File: config.mk
export PLATFORM = sky130hd
export DESIGN_NAME = date_time_text_parser_flat
export DESIGN_NICKNAME = d
export VERILOG_FILES = /design/src/rtl/core/dtp_pkg.sv /design/src/rtl/core/dtp_in_if.sv /design/src/rtl/core/dtp_out_if.sv /design/src/rtl/core/dtp_byte_parser.sv /design/src/rtl/core/dtp_range_check.sv /design/src/rtl/core/date_time_text_parser.sv /design/src/flat_wrapper.sv
export VERILOG_INCLUDE_DIRS = /design/src /design/src/rtl/core
export SDC_FILE = /design/constraint.sdc
export NUM_CORES = 1
export LEC_CHECK = 0
export ABC_CLOCK_PERIOD_IN_PS = 7190
export BUFFER_PORTS_ARGS = -buffer_cell sky130_fd_sc_hd__clkbuf_2
export CORE_ASPECT_RATIO = 1.5
export CORE_MARGIN = 4
export CORE_UTILIZATION = 66
export DETAILED_ROUTE_END_ITERATION = 6
export GPL_TIMING_DRIVEN = 1
export PLACE_DENSITY = 0.95
export SETUP_SLACK_MARGIN = 0.2
export SLEW_MARGIN = 20
export SYNTH_ARGS = -nofsm -noshare
export SYNTH_HDL_FRONTEND = slang
export SYNTH_SLANG_ARGS = --single-unit
File: constraint.sdc
create_clock -name clk -period 7.19 [get_ports clk]
set_clock_uncertainty 0.2 [all_clocks]
set_input_delay 0 -clock clk [delete_from_list [all_inputs] [get_ports clk]]
set_output_delay 0 -clock clk [all_outputs]
set_load 0.05 [all_outputs]
File: src/rtl/core/date_time_text_parser_macros.svh
// assertion macros for the date/time text parser
`ifndef DATE_TIME_TEXT_PARSER_MACROS_SVH
`define DATE_TIME_TEXT_PARSER_MACROS_SVH

`ifndef NO_ASSERTIONS
`define DTP_ASSERT_SAME(lbl, ante, cons, msg) \
  lbl: assert property (@(posedge clk) disable iff (!rst_n) (ante) |-> (cons)) \
    else $error(msg);
`define DTP_ASSERT_NEXT(lbl, ante, cons, msg) \
  lbl: assert property (@(posedge clk) disable iff (!rst_n) (ante) |=> (cons)) \
    else $error(msg);
`else
`define DTP_ASSERT_SAME(lbl, ante, cons, msg)
`define DTP_ASSERT_NEXT(lbl, ante, cons, msg)
`endif

`endif

File: src/rtl/core/dtp_pkg.sv
package dtp_pkg;

  localparam logic [4:0] TEXT_LEN = 5'd17;
  localparam logic [4:0] POS_SAT  = 5'd18;

  localparam logic [4:0] POS_DAY   = 5'd0;
  localparam logic [4:0] POS_MONTH = 5'd3;
  localparam logic [4:0] POS_YEAR  = 5'd6;
  localparam logic [4:0] POS_HOUR  = 5'd9;
  localparam logic [4:0] POS_MIN   = 5'd12;
  localparam logic [4:0] POS_SEC   = 5'd15;

  localparam logic [7:0] CHAR_SLASH = 8'h2F;
  localparam logic [7:0] CHAR_COLON = 8'h3A;
  localparam logic [7:0] CHAR_SPACE = 8'h20;
  localparam logic [7:0] CHAR_ZERO  = 8'h30;
  localparam logic [7:0] CHAR_NINE  = 8'h39;

  localparam logic [6:0] DAY_MAX    = 7'd31;
  localparam logic [6:0] MONTH_MAX  = 7'd12;
  localparam logic [6:0] HOUR_MAX   = 7'd23;
  localparam logic [6:0] MINSEC_MAX = 7'd59;

  typedef struct packed {
    logic [6:0] day;
    logic [6:0] month;
    logic [6:0] year;
    logic [6:0] hour;
    logic [6:0] minute;
    logic [6:0] second;
  } dtp_fields_t;

  typedef struct packed {
    dtp_fields_t fields;
    logic [4:0]  pos;
    logic        err;
  } dtp_parse_t;

  typedef struct packed {
    logic       valid_res;
    logic [4:0] day_value;
    logic [3:0] month_value;
    logic [6:0] year_value;
    logic [4:0] hour_value;
    logic [5:0] minute_value;
    logic [5:0] second_value;
  } dtp_result_t;

  function automatic logic [6:0] month_days(input logic [6:0] month);
    logic [6:0] days;
    case (month)
      7'd2:                       days = 7'd28;
      7'd4, 7'd6, 7'd9, 7'd11:    days = 7'd30;
      default:                    days = 7'd31;
    endcase
    return days;
  endfunction

  function automatic logic [6:0] push_digit(input logic [6:0] acc, input logic [3:0] d);
    return 7'({acc, 3'b000} + {acc, 1'b0} + {3'b000, d});
  endfunction

endpackage

File: src/rtl/core/dtp_in_if.sv
interface dtp_in_if;
  logic       valid;
  logic       ready;
  logic [7:0] text_byte;
  logic       is_last;

  modport source (output valid, output text_byte, output is_last, input ready);
  modport sink   (input valid, input text_byte, input is_last, output ready);
endinterface

File: src/rtl/core/dtp_out_if.sv
interface dtp_out_if;
  logic       valid;
  logic       ready;
  logic       valid_res;
  logic [4:0] day_value;
  logic [3:0] month_value;
  logic [6:0] year_value;
  logic [4:0] hour_value;
  logic [5:0] minute_value;
  logic [5:0] second_value;

  modport source (output valid, output valid_res, output day_value, output month_value,
                  output year_value, output hour_value, output minute_value,
                  output second_value, input ready);
  modport sink   (input valid, input valid_res, input day_value, input month_value,
                  input year_value, input hour_value, input minute_value,
                  input second_value, output ready);
endinterface

File: src/rtl/core/dtp_byte_parser.sv
module dtp_byte_parser
  import dtp_pkg::*;
(
  input  logic       clk,
  input  logic       rst_n,
  input  logic       en,
  input  logic [7:0] text_byte,
  input  logic       is_last,
  output dtp_parse_t parse_nxt,
  output logic [4:0] pos
);

  dtp_parse_t state_r;
  dtp_parse_t state_nxt;
  logic       is_digit;
  logic [3:0] digit;

  assign is_digit = (text_byte >= CHAR_ZERO) && (text_byte <= CHAR_NINE);
  assign digit    = 4'(text_byte - CHAR_ZERO);

  always_comb begin
    state_nxt = state_r;
    if (state_r.pos < POS_SAT) begin
      state_nxt.pos = state_r.pos + 5'd1;
    end
    case (state_r.pos)
      POS_MONTH - 5'd1, POS_YEAR - 5'd1: begin
        if (text_byte != CHAR_SLASH) state_nxt.err = 1'b1;
      end
      POS_HOUR - 5'd1: begin
        if (text_byte != CHAR_SPACE) state_nxt.err = 1'b1;
      end
      POS_MIN - 5'd1, POS_SEC - 5'd1: begin
        if (text_byte != CHAR_COLON) state_nxt.err = 1'b1;
      end
      POS_DAY, POS_DAY + 5'd1: begin
        if (!is_digit) state_nxt.err = 1'b1;
        else state_nxt.fields.day = push_digit(state_r.fields.day, digit);
      end
      POS_MONTH, POS_MONTH + 5'd1: begin
        if (!is_digit) state_nxt.err = 1'b1;
        else state_nxt.fields.month = push_digit(state_r.fields.month, digit);
      end
      POS_YEAR, POS_YEAR + 5'd1: begin
        if (!is_digit) state_nxt.err = 1'b1;
        else state_nxt.fields.year = push_digit(state_r.fields.year, digit);
      end
      POS_HOUR, POS_HOUR + 5'd1: begin
        if (!is_digit) state_nxt.err = 1'b1;
        else state_nxt.fields.hour = push_digit(state_r.fields.hour, digit);
      end
      POS_MIN, POS_MIN + 5'd1: begin
        if (!is_digit) state_nxt.err = 1'b1;
        else state_nxt.fields.minute = push_digit(state_r.fields.minute, digit);
      end
      POS_SEC, POS_SEC + 5'd1: begin
        if (!is_digit) state_nxt.err = 1'b1;
        else state_nxt.fields.second = push_digit(state_r.fields.second, digit);
      end
      default: begin
        state_nxt.err = 1'b1;
      end
    endcase
  end

  always_ff @(posedge clk) begin
    if (!rst_n) begin
      state_r <= '0;
    end else if (en) begin
      if (is_last) state_r <= '0;
      else state_r <= state_nxt;
    end
  end

  assign parse_nxt = state_nxt;
  assign pos       = state_r.pos;

endmodule

File: src/rtl/core/dtp_range_check.sv
module dtp_range_check
  import dtp_pkg::*;
(
  input  dtp_parse_t  parse,
  output dtp_result_t result
);

  dtp_fields_t f;
  logic        ok;

  assign f = parse.fields;

  always_comb begin
    ok = (parse.pos == TEXT_LEN) && !parse.err
         && (f.day != 7'd0) && (f.day <= DAY_MAX)
         && (f.month != 7'd0) && (f.month <= MONTH_MAX)
         && (f.hour <= HOUR_MAX) && (f.minute <= MINSEC_MAX) && (f.second <= MINSEC_MAX)
         && (f.day <= month_days(f.month));
    result = '0;
    if (ok) begin
      result.valid_res    = 1'b1;
      result.day_value    = f.day[4:0];
      result.month_value  = f.month[3:0];
      result.year_value   = f.year;
      result.hour_value   = f.hour[4:0];
      result.minute_value = f.minute[5:0];
      result.second_value = f.second[5:0];
    end
  end

endmodule

File: src/rtl/core/date_time_text_parser.sv
// a result is registered in the output register when its last byte leaves the input register
// throughput: one byte per cycle, set by the combinational digit accumulate and range check
// the input register keeps taking non-last bytes while a result waits on the output register, but holds a last byte
// reset: synchronous active-low rst_n clears both valid flags and the parse state
`include "date_time_text_parser_macros.svh"
module date_time_text_parser
  import dtp_pkg::*;
(
  input logic       clk,
  input logic       rst_n,
  dtp_in_if.sink    in_ch,
  dtp_out_if.source out_ch
);

  logic        in_valid_r;
  logic        in_valid_nxt;
  logic [7:0]  text_r;
  logic        last_r;
  logic        out_valid_r;
  logic        out_valid_nxt;
  dtp_result_t result_r;
  dtp_result_t result_nxt;
  dtp_parse_t  parse_nxt;
  logic [4:0]  pos;
  logic        take;
  logic        in_fire;

  // non-last bytes never wait on the output side
  assign take    = in_valid_r && (!last_r || !out_valid_r || out_ch.ready);
  assign in_ch.ready = !in_valid_r || take;
  assign in_fire = in_ch.valid && in_ch.ready;

  always_comb begin
    in_valid_nxt = in_valid_r;
    if (in_fire) in_valid_nxt = 1'b1;
    else if (take) in_valid_nxt = 1'b0;
    out_valid_nxt = out_valid_r;
    if (take && last_r) out_valid_nxt = 1'b1;
    else if (out_ch.ready) out_valid_nxt = 1'b0;
  end

  always_ff @(posedge clk) begin
    if (!rst_n) begin
      in_valid_r  <= 1'b0;
      out_valid_r <= 1'b0;
    end else begin
      in_valid_r  <= in_valid_nxt;
      out_valid_r <= out_valid_nxt;
    end
  end

  always_ff @(posedge clk) begin
    if (in_fire) begin
      text_r <= in_ch.text_byte;
      last_r <= in_ch.is_last;
    end
    if (take && last_r) result_r <= result_nxt;
  end

  dtp_byte_parser u_parser (
    .clk       (clk),
    .rst_n     (rst_n),
    .en        (take),
    .text_byte (text_r),
    .is_last   (last_r),
    .parse_nxt (parse_nxt),
    .pos       (pos)
  );

  dtp_range_check u_check (
    .parse  (parse_nxt),
    .result (result_nxt)
  );

  assign out_ch.valid        = out_valid_r;
  assign out_ch.valid_res    = result_r.valid_res;
  assign out_ch.day_value    = result_r.day_value;
  assign out_ch.month_value  = result_r.month_value;
  assign out_ch.year_value   = result_r.year_value;
  assign out_ch.hour_value   = result_r.hour_value;
  assign out_ch.minute_value = result_r.minute_value;
  assign out_ch.second_value = result_r.second_value;

  `DTP_ASSERT_NEXT(a_pos_cleared, take && last_r, pos == 5'd0, "position not cleared")
  `DTP_ASSERT_NEXT(a_in_held, in_valid_r && !take, in_valid_r, "held byte dropped")
  `DTP_ASSERT_SAME(a_zero_invalid, out_valid_r && !result_r.valid_res, result_r == '0, "bad fields")
  `DTP_ASSERT_SAME(a_date_range, out_valid_r && result_r.valid_res, result_r.day_value != 5'd0 && result_r.month_value != 4'd0, "zero date")

endmodule
File: src/flat_wrapper.sv
// flat-port wrapper written by rule: the top's interface ports become plain ports
module date_time_text_parser_flat import dtp_pkg::*;
  (clk, rst_n, in_ch_valid, in_ch_text_byte, in_ch_is_last, in_ch_ready, out_ch_valid, out_ch_valid_res, out_ch_day_value, out_ch_month_value, out_ch_year_value, out_ch_hour_value, out_ch_minute_value, out_ch_second_value, out_ch_ready);
  dtp_in_if in_ch_i ();
  dtp_out_if out_ch_i ();
  input logic clk;
  input logic rst_n;
  input wire logic [$bits(in_ch_i.valid)-1:0] in_ch_valid;
  input wire logic [$bits(in_ch_i.text_byte)-1:0] in_ch_text_byte;
  input wire logic [$bits(in_ch_i.is_last)-1:0] in_ch_is_last;
  output wire logic [$bits(in_ch_i.ready)-1:0] in_ch_ready;
  output wire logic [$bits(out_ch_i.valid)-1:0] out_ch_valid;
  output wire logic [$bits(out_ch_i.valid_res)-1:0] out_ch_valid_res;
  output wire logic [$bits(out_ch_i.day_value)-1:0] out_ch_day_value;
  output wire logic [$bits(out_ch_i.month_value)-1:0] out_ch_month_value;
  output wire logic [$bits(out_ch_i.year_value)-1:0] out_ch_year_value;
  output wire logic [$bits(out_ch_i.hour_value)-1:0] out_ch_hour_value;
  output wire logic [$bits(out_ch_i.minute_value)-1:0] out_ch_minute_value;
  output wire logic [$bits(out_ch_i.second_value)-1:0] out_ch_second_value;
  input wire logic [$bits(out_ch_i.ready)-1:0] out_ch_ready;
  assign in_ch_i.valid = in_ch_valid;
  assign in_ch_i.text_byte = in_ch_text_byte;
  assign in_ch_i.is_last = in_ch_is_last;
  assign in_ch_ready = in_ch_i.ready;
  assign out_ch_valid = out_ch_i.valid;
  assign out_ch_valid_res = out_ch_i.valid_res;
  assign out_ch_day_value = out_ch_i.day_value;
  assign out_ch_month_value = out_ch_i.month_value;
  assign out_ch_year_value = out_ch_i.year_value;
  assign out_ch_hour_value = out_ch_i.hour_value;
  assign out_ch_minute_value = out_ch_i.minute_value;
  assign out_ch_second_value = out_ch_i.second_value;
  assign out_ch_i.ready = out_ch_ready;
  date_time_text_parser u_core (.clk(clk), .rst_n(rst_n), .in_ch(in_ch_i), .out_ch(out_ch_i));
endmodule
==> flow_metrics.py <==
metrics = {
    "cts": {
        "htreeDepth": 3,
        "path_clk_slew_ns": 0.07,
        "cts_buffer_depth": 2,
        "clock-sinks": 93,
        "cts_buffers": 9,
        "cts_tree": "done",
        "cts_setup_buffers": 0,
        "clock_latency_ns": 0.35,
        "cts-root-buf": "clkbuf_16",
    },
    "detailed_routing": {
        "drt_iter0_drc": 528,
        "route.detailed.drc": 0,
        "vias": 5141,
        "vias_per_cell": 6.76,
        "wirelength_microns": 15700,
        "firstDrtPassIters": 7,
        "avgRoutedWirePerCell_microns": 20.6,
        "antenna_left": 0,
    },
    "worst_setup_path": {
        "max_stage_delay_ns": 0.74,
        "path_max_fanout": 18,
        "required_ns": 7.14,
        "reg2reg_depth": 14,
        "crit_chain": "fa_1, fa_1, a21o_1, a21oi_1, xnor2_1, nand3_1, o21a_1, nor3_1, ha_1, a21oi_1, a21oi_1, a311o_2, buf_16, a2111oi_4",
        "r2r_start": "u_core.text_r[3]",
        "end_kind": "flip-flop",
        "cp_slowest_cell": "edfxtp_1",
        "startpoint_type": "flip-flop",
        "crit_top_cell": "a21oi_1",
        "crit_type": "reg2reg",
        "r2r-end": "u_core.out_ch.hour_value[3]",
        "crit_arrival_ns": 4.87,
        "r2r_slack_ns": 2.28,
    },
    "yosys": {
        "synth_edf_count": 43,
        "async_flop_share_pct": 0,
        "synthSimpleGateAreaFrac_pct": 19.6,
        "synth_area_leaders": "edfxtp_1, dfxtp_1, ha_1, mux2i_1, nor2b_1",
        "synth_top_family_by_area": "simple AND/OR/NAND/NOR gates",
        "netlist_instances": 601,
        "avgSynthCellArea_sq_um": 10.3,
        "synth-seq-area-share_pct": 36.9,
        "ys_seq_elements": 93,
        "synth_adder_area_share_pct": 14.7,
        "synth_top_area_share_pct": 20.8,
        "yosys.area.top_type": "edfxtp_1",
        "synth_mux_area_share_pct": 5.42,
        "ys.flop_type": "dfxtp_1",
        "ys_warn_count": 0,
        "synth_nets": 680,
        "synth-compound-area-share_pct": 14.9,
        "syn_area_sq_um": 6210,
        "synth_cell_types": 63,
        "synth_xor_xnor_area_share_pct": 3.95,
    },
    "sta": {
        "tns_ns": 0,
        "slew_headroom_pct": 24.2,
        "hold_violations": 0,
        "rsz0062_at_grt": "false",
        "hold_ws_ns": 0.170,
        "worst_slew_pin_slew_ns": 1.13,
        "min_period_over_period_pct": 68.3,
        "final.setup.worst_slack_ns": 2.28,
        "slew_violations": 0,
        "finalCriticalPeriod_ns": 4.91,
        "max_freq_mhz": 204,
        "setup_viol": 0,
    },
    "place": {
        "place_area_sq_um": 6450,
        "portBuffers": 48,
        "hpwl_microns": 10300,
        "dp_slack_ns": 2.35,
        "gp_congestion": 0.984,
    },
    "finish": {
        "mostFrequentLayoutCells": "ha_1, dfxtp_1, clkbuf_2",
        "fin_nets": 723,
        "drive_gt1_share_pct": 17.4,
        "mostFrequentLayoutCell": "ha_1",
        "design_area_sq_um": 6910,
        "n_antenna_cell": 0,
        "area_growth_pct": 11.2,
    },
    "pwr": {
        "power_mw": 1.14,
        "p_leak_nw": 2.82,
        "vdd_ir_drop_max_mv": 0.155,
        "power_density_nw_per_um2": 165,
    },
    "worst_hold_path": {
        "hold_depth": 2,
        "hold_path.startpoint": "in_ch_text_byte[1]",
        "holdPathEnd": "u_core.text_r[1]",
        "min_path_type": "in2reg",
    },
    "floorplan": {
        "core.rowCount": 43,
        "initial_utilization_pct": 67.6,
        "io_pins": 49,
        "dieArea_sq_um": 11100,
        "core_sq_um": 9200,
        "die_x_microns": 87.2,
        "die_h_microns": 127,
    },
    "global_route": {
        "grt_use_total_pct": 28.9,
        "grt_max_degree": 51,
        "grt_remaining_overflow": 0,
        "grt_pass1_vias": 5183,
        "antenna_found_initial": 0,
        "grt_pass1_wl_microns": 25200,
    },
    "run": {
        "maxCapViolations": 0,
    },
    "status": {
        "status": "complete, no violations",
    },
}
==> kinds of logic after synthesis <==
group                    Yosys count
flip-flops                        93
buffers and inverters             61
AO/OA/AOI/OAI                    130
XOR/XNOR                          28
AND/OR/NAND/NOR                  190
adder cells (fa/ha/maj)           66
multiplexers                      33
==> final cells by class <==
class                   count  area, sq um
inverters                  31          116
multi-input cells         447         3650
clock inverters             7         90.1
clock buffers               9          225
flip-flops and latches     93         2290
fillers                   605         2290
repair buffers             62          395
well taps                 112          140
==> power breakdown <==
part / internal, mW / switching (mW)
registers: 0.557 / 0.0103
logic: 0.0245 / 0.0403
clock network: 0.303 / 0.204
total: 0.884 / 0.254
==> registers in the layout, summed over array words and instances, names as in the netlist <==
name and cells:
u_core.out_ch.hour_value 5, u_core.out_ch.year_value 7, u_core.text_r 8, u_core.u_parser.state_r 43, u_core.out_ch.month_value 4, u_core.out_ch.valid 1
u_core.out_ch.valid_res 1, u_core.out_ch.minute_value 6, u_core.out_ch.second_value 6, u_core.u_parser.pos 5, u_core.last_r 1, u_core.in_valid_r 1
u_core.out_ch.day_value 5
==> what timing repair did <==
action | 4_1_cts | 5_1_grt
hold buffers | 12 | 0
endpoints found under the hold margin | 20 | 0
resized for setup | 0 | 0
==> metrics by stage <==
stage | utilization, % | cells
2_1_floorplan | - | 601
3_3_place_gp | 70.1 | 732
3_5_place_dp | 70.1 | 732
4_1_cts | 74.8 | 760
5_1_grt | 75.1 | 761
6_report | 75.1 | 761
==> how the worst max path moves through the flow <==
stage          cells after the start  slack, ns        startpoint                       endpoint
2_1_floorplan                     15       3.19  u_core.text_r[3]     u_core.out_ch.day_value[3]
3_3_place_gp                      12       2.56  u_core.text_r[3]   u_core.out_ch.month_value[0]
3_5_place_dp                      12       2.35  u_core.text_r[3]  u_core.out_ch.minute_value[4]
4_1_cts                           12       2.31  u_core.text_r[3]   u_core.out_ch.month_value[0]
5_1_grt                           14       2.06  u_core.text_r[3]    u_core.out_ch.hour_value[3]
6_report                          14       2.28  u_core.text_r[3]    u_core.out_ch.hour_value[3]
==> Yosys cell counts, types with 3 or more instances <==
master	count
mux2i_1	28
ha_1	54
xnor2_1	21
buf_6	5
a2111oi_4	3
a22oi_1	30
nor3_2	27
nor2_1	27
or4_1	5
o21ai_1	4
dfxtp_1	50
clkbuf_1	17
a21o_1	13
inv_1	31
xor2_1	7
mux2_2	5
edfxtp_1	43
nand2_1	19
o21ai_0	19
buf_2	6
nor4_1	4
nor2b_1	44
fa_1	12
o311a_1	3
a21oi_1	29
o21a_1	5
nor3_1	18
o211ai_1	5
nand3_1	9
nand2b_1	5
and2_1	11
==> routing by layer <==
layer | track usage [%] | vias to the layer above | wire, microns
met2 | 48.5 | 298 | 7890
met4 | 18.1 | 0 | 999
met1 | 33.8 | 2458 | 5670
met5 | 0 | - | 0
met3 | 4.81 | 85 | 1130
li1 | - | 2300 | -
==> critical path: cells and delay by family (launching register included) <==
| kind | cells | cell delay (ns) |
|---|---|---|
| and+or+nand+nor | 2 | 0.31 |
| AOI/OAI and AO/OA | 7 | 1.67 |
| xor gates and xnor gates | 1 | 0.18 |
| buffers and inverters | 1 | 0.26 |
| DFF | 1 | 0.74 |
| adders and majority gates | 3 | 1.33 |
(Power assumes the default switching activity.)
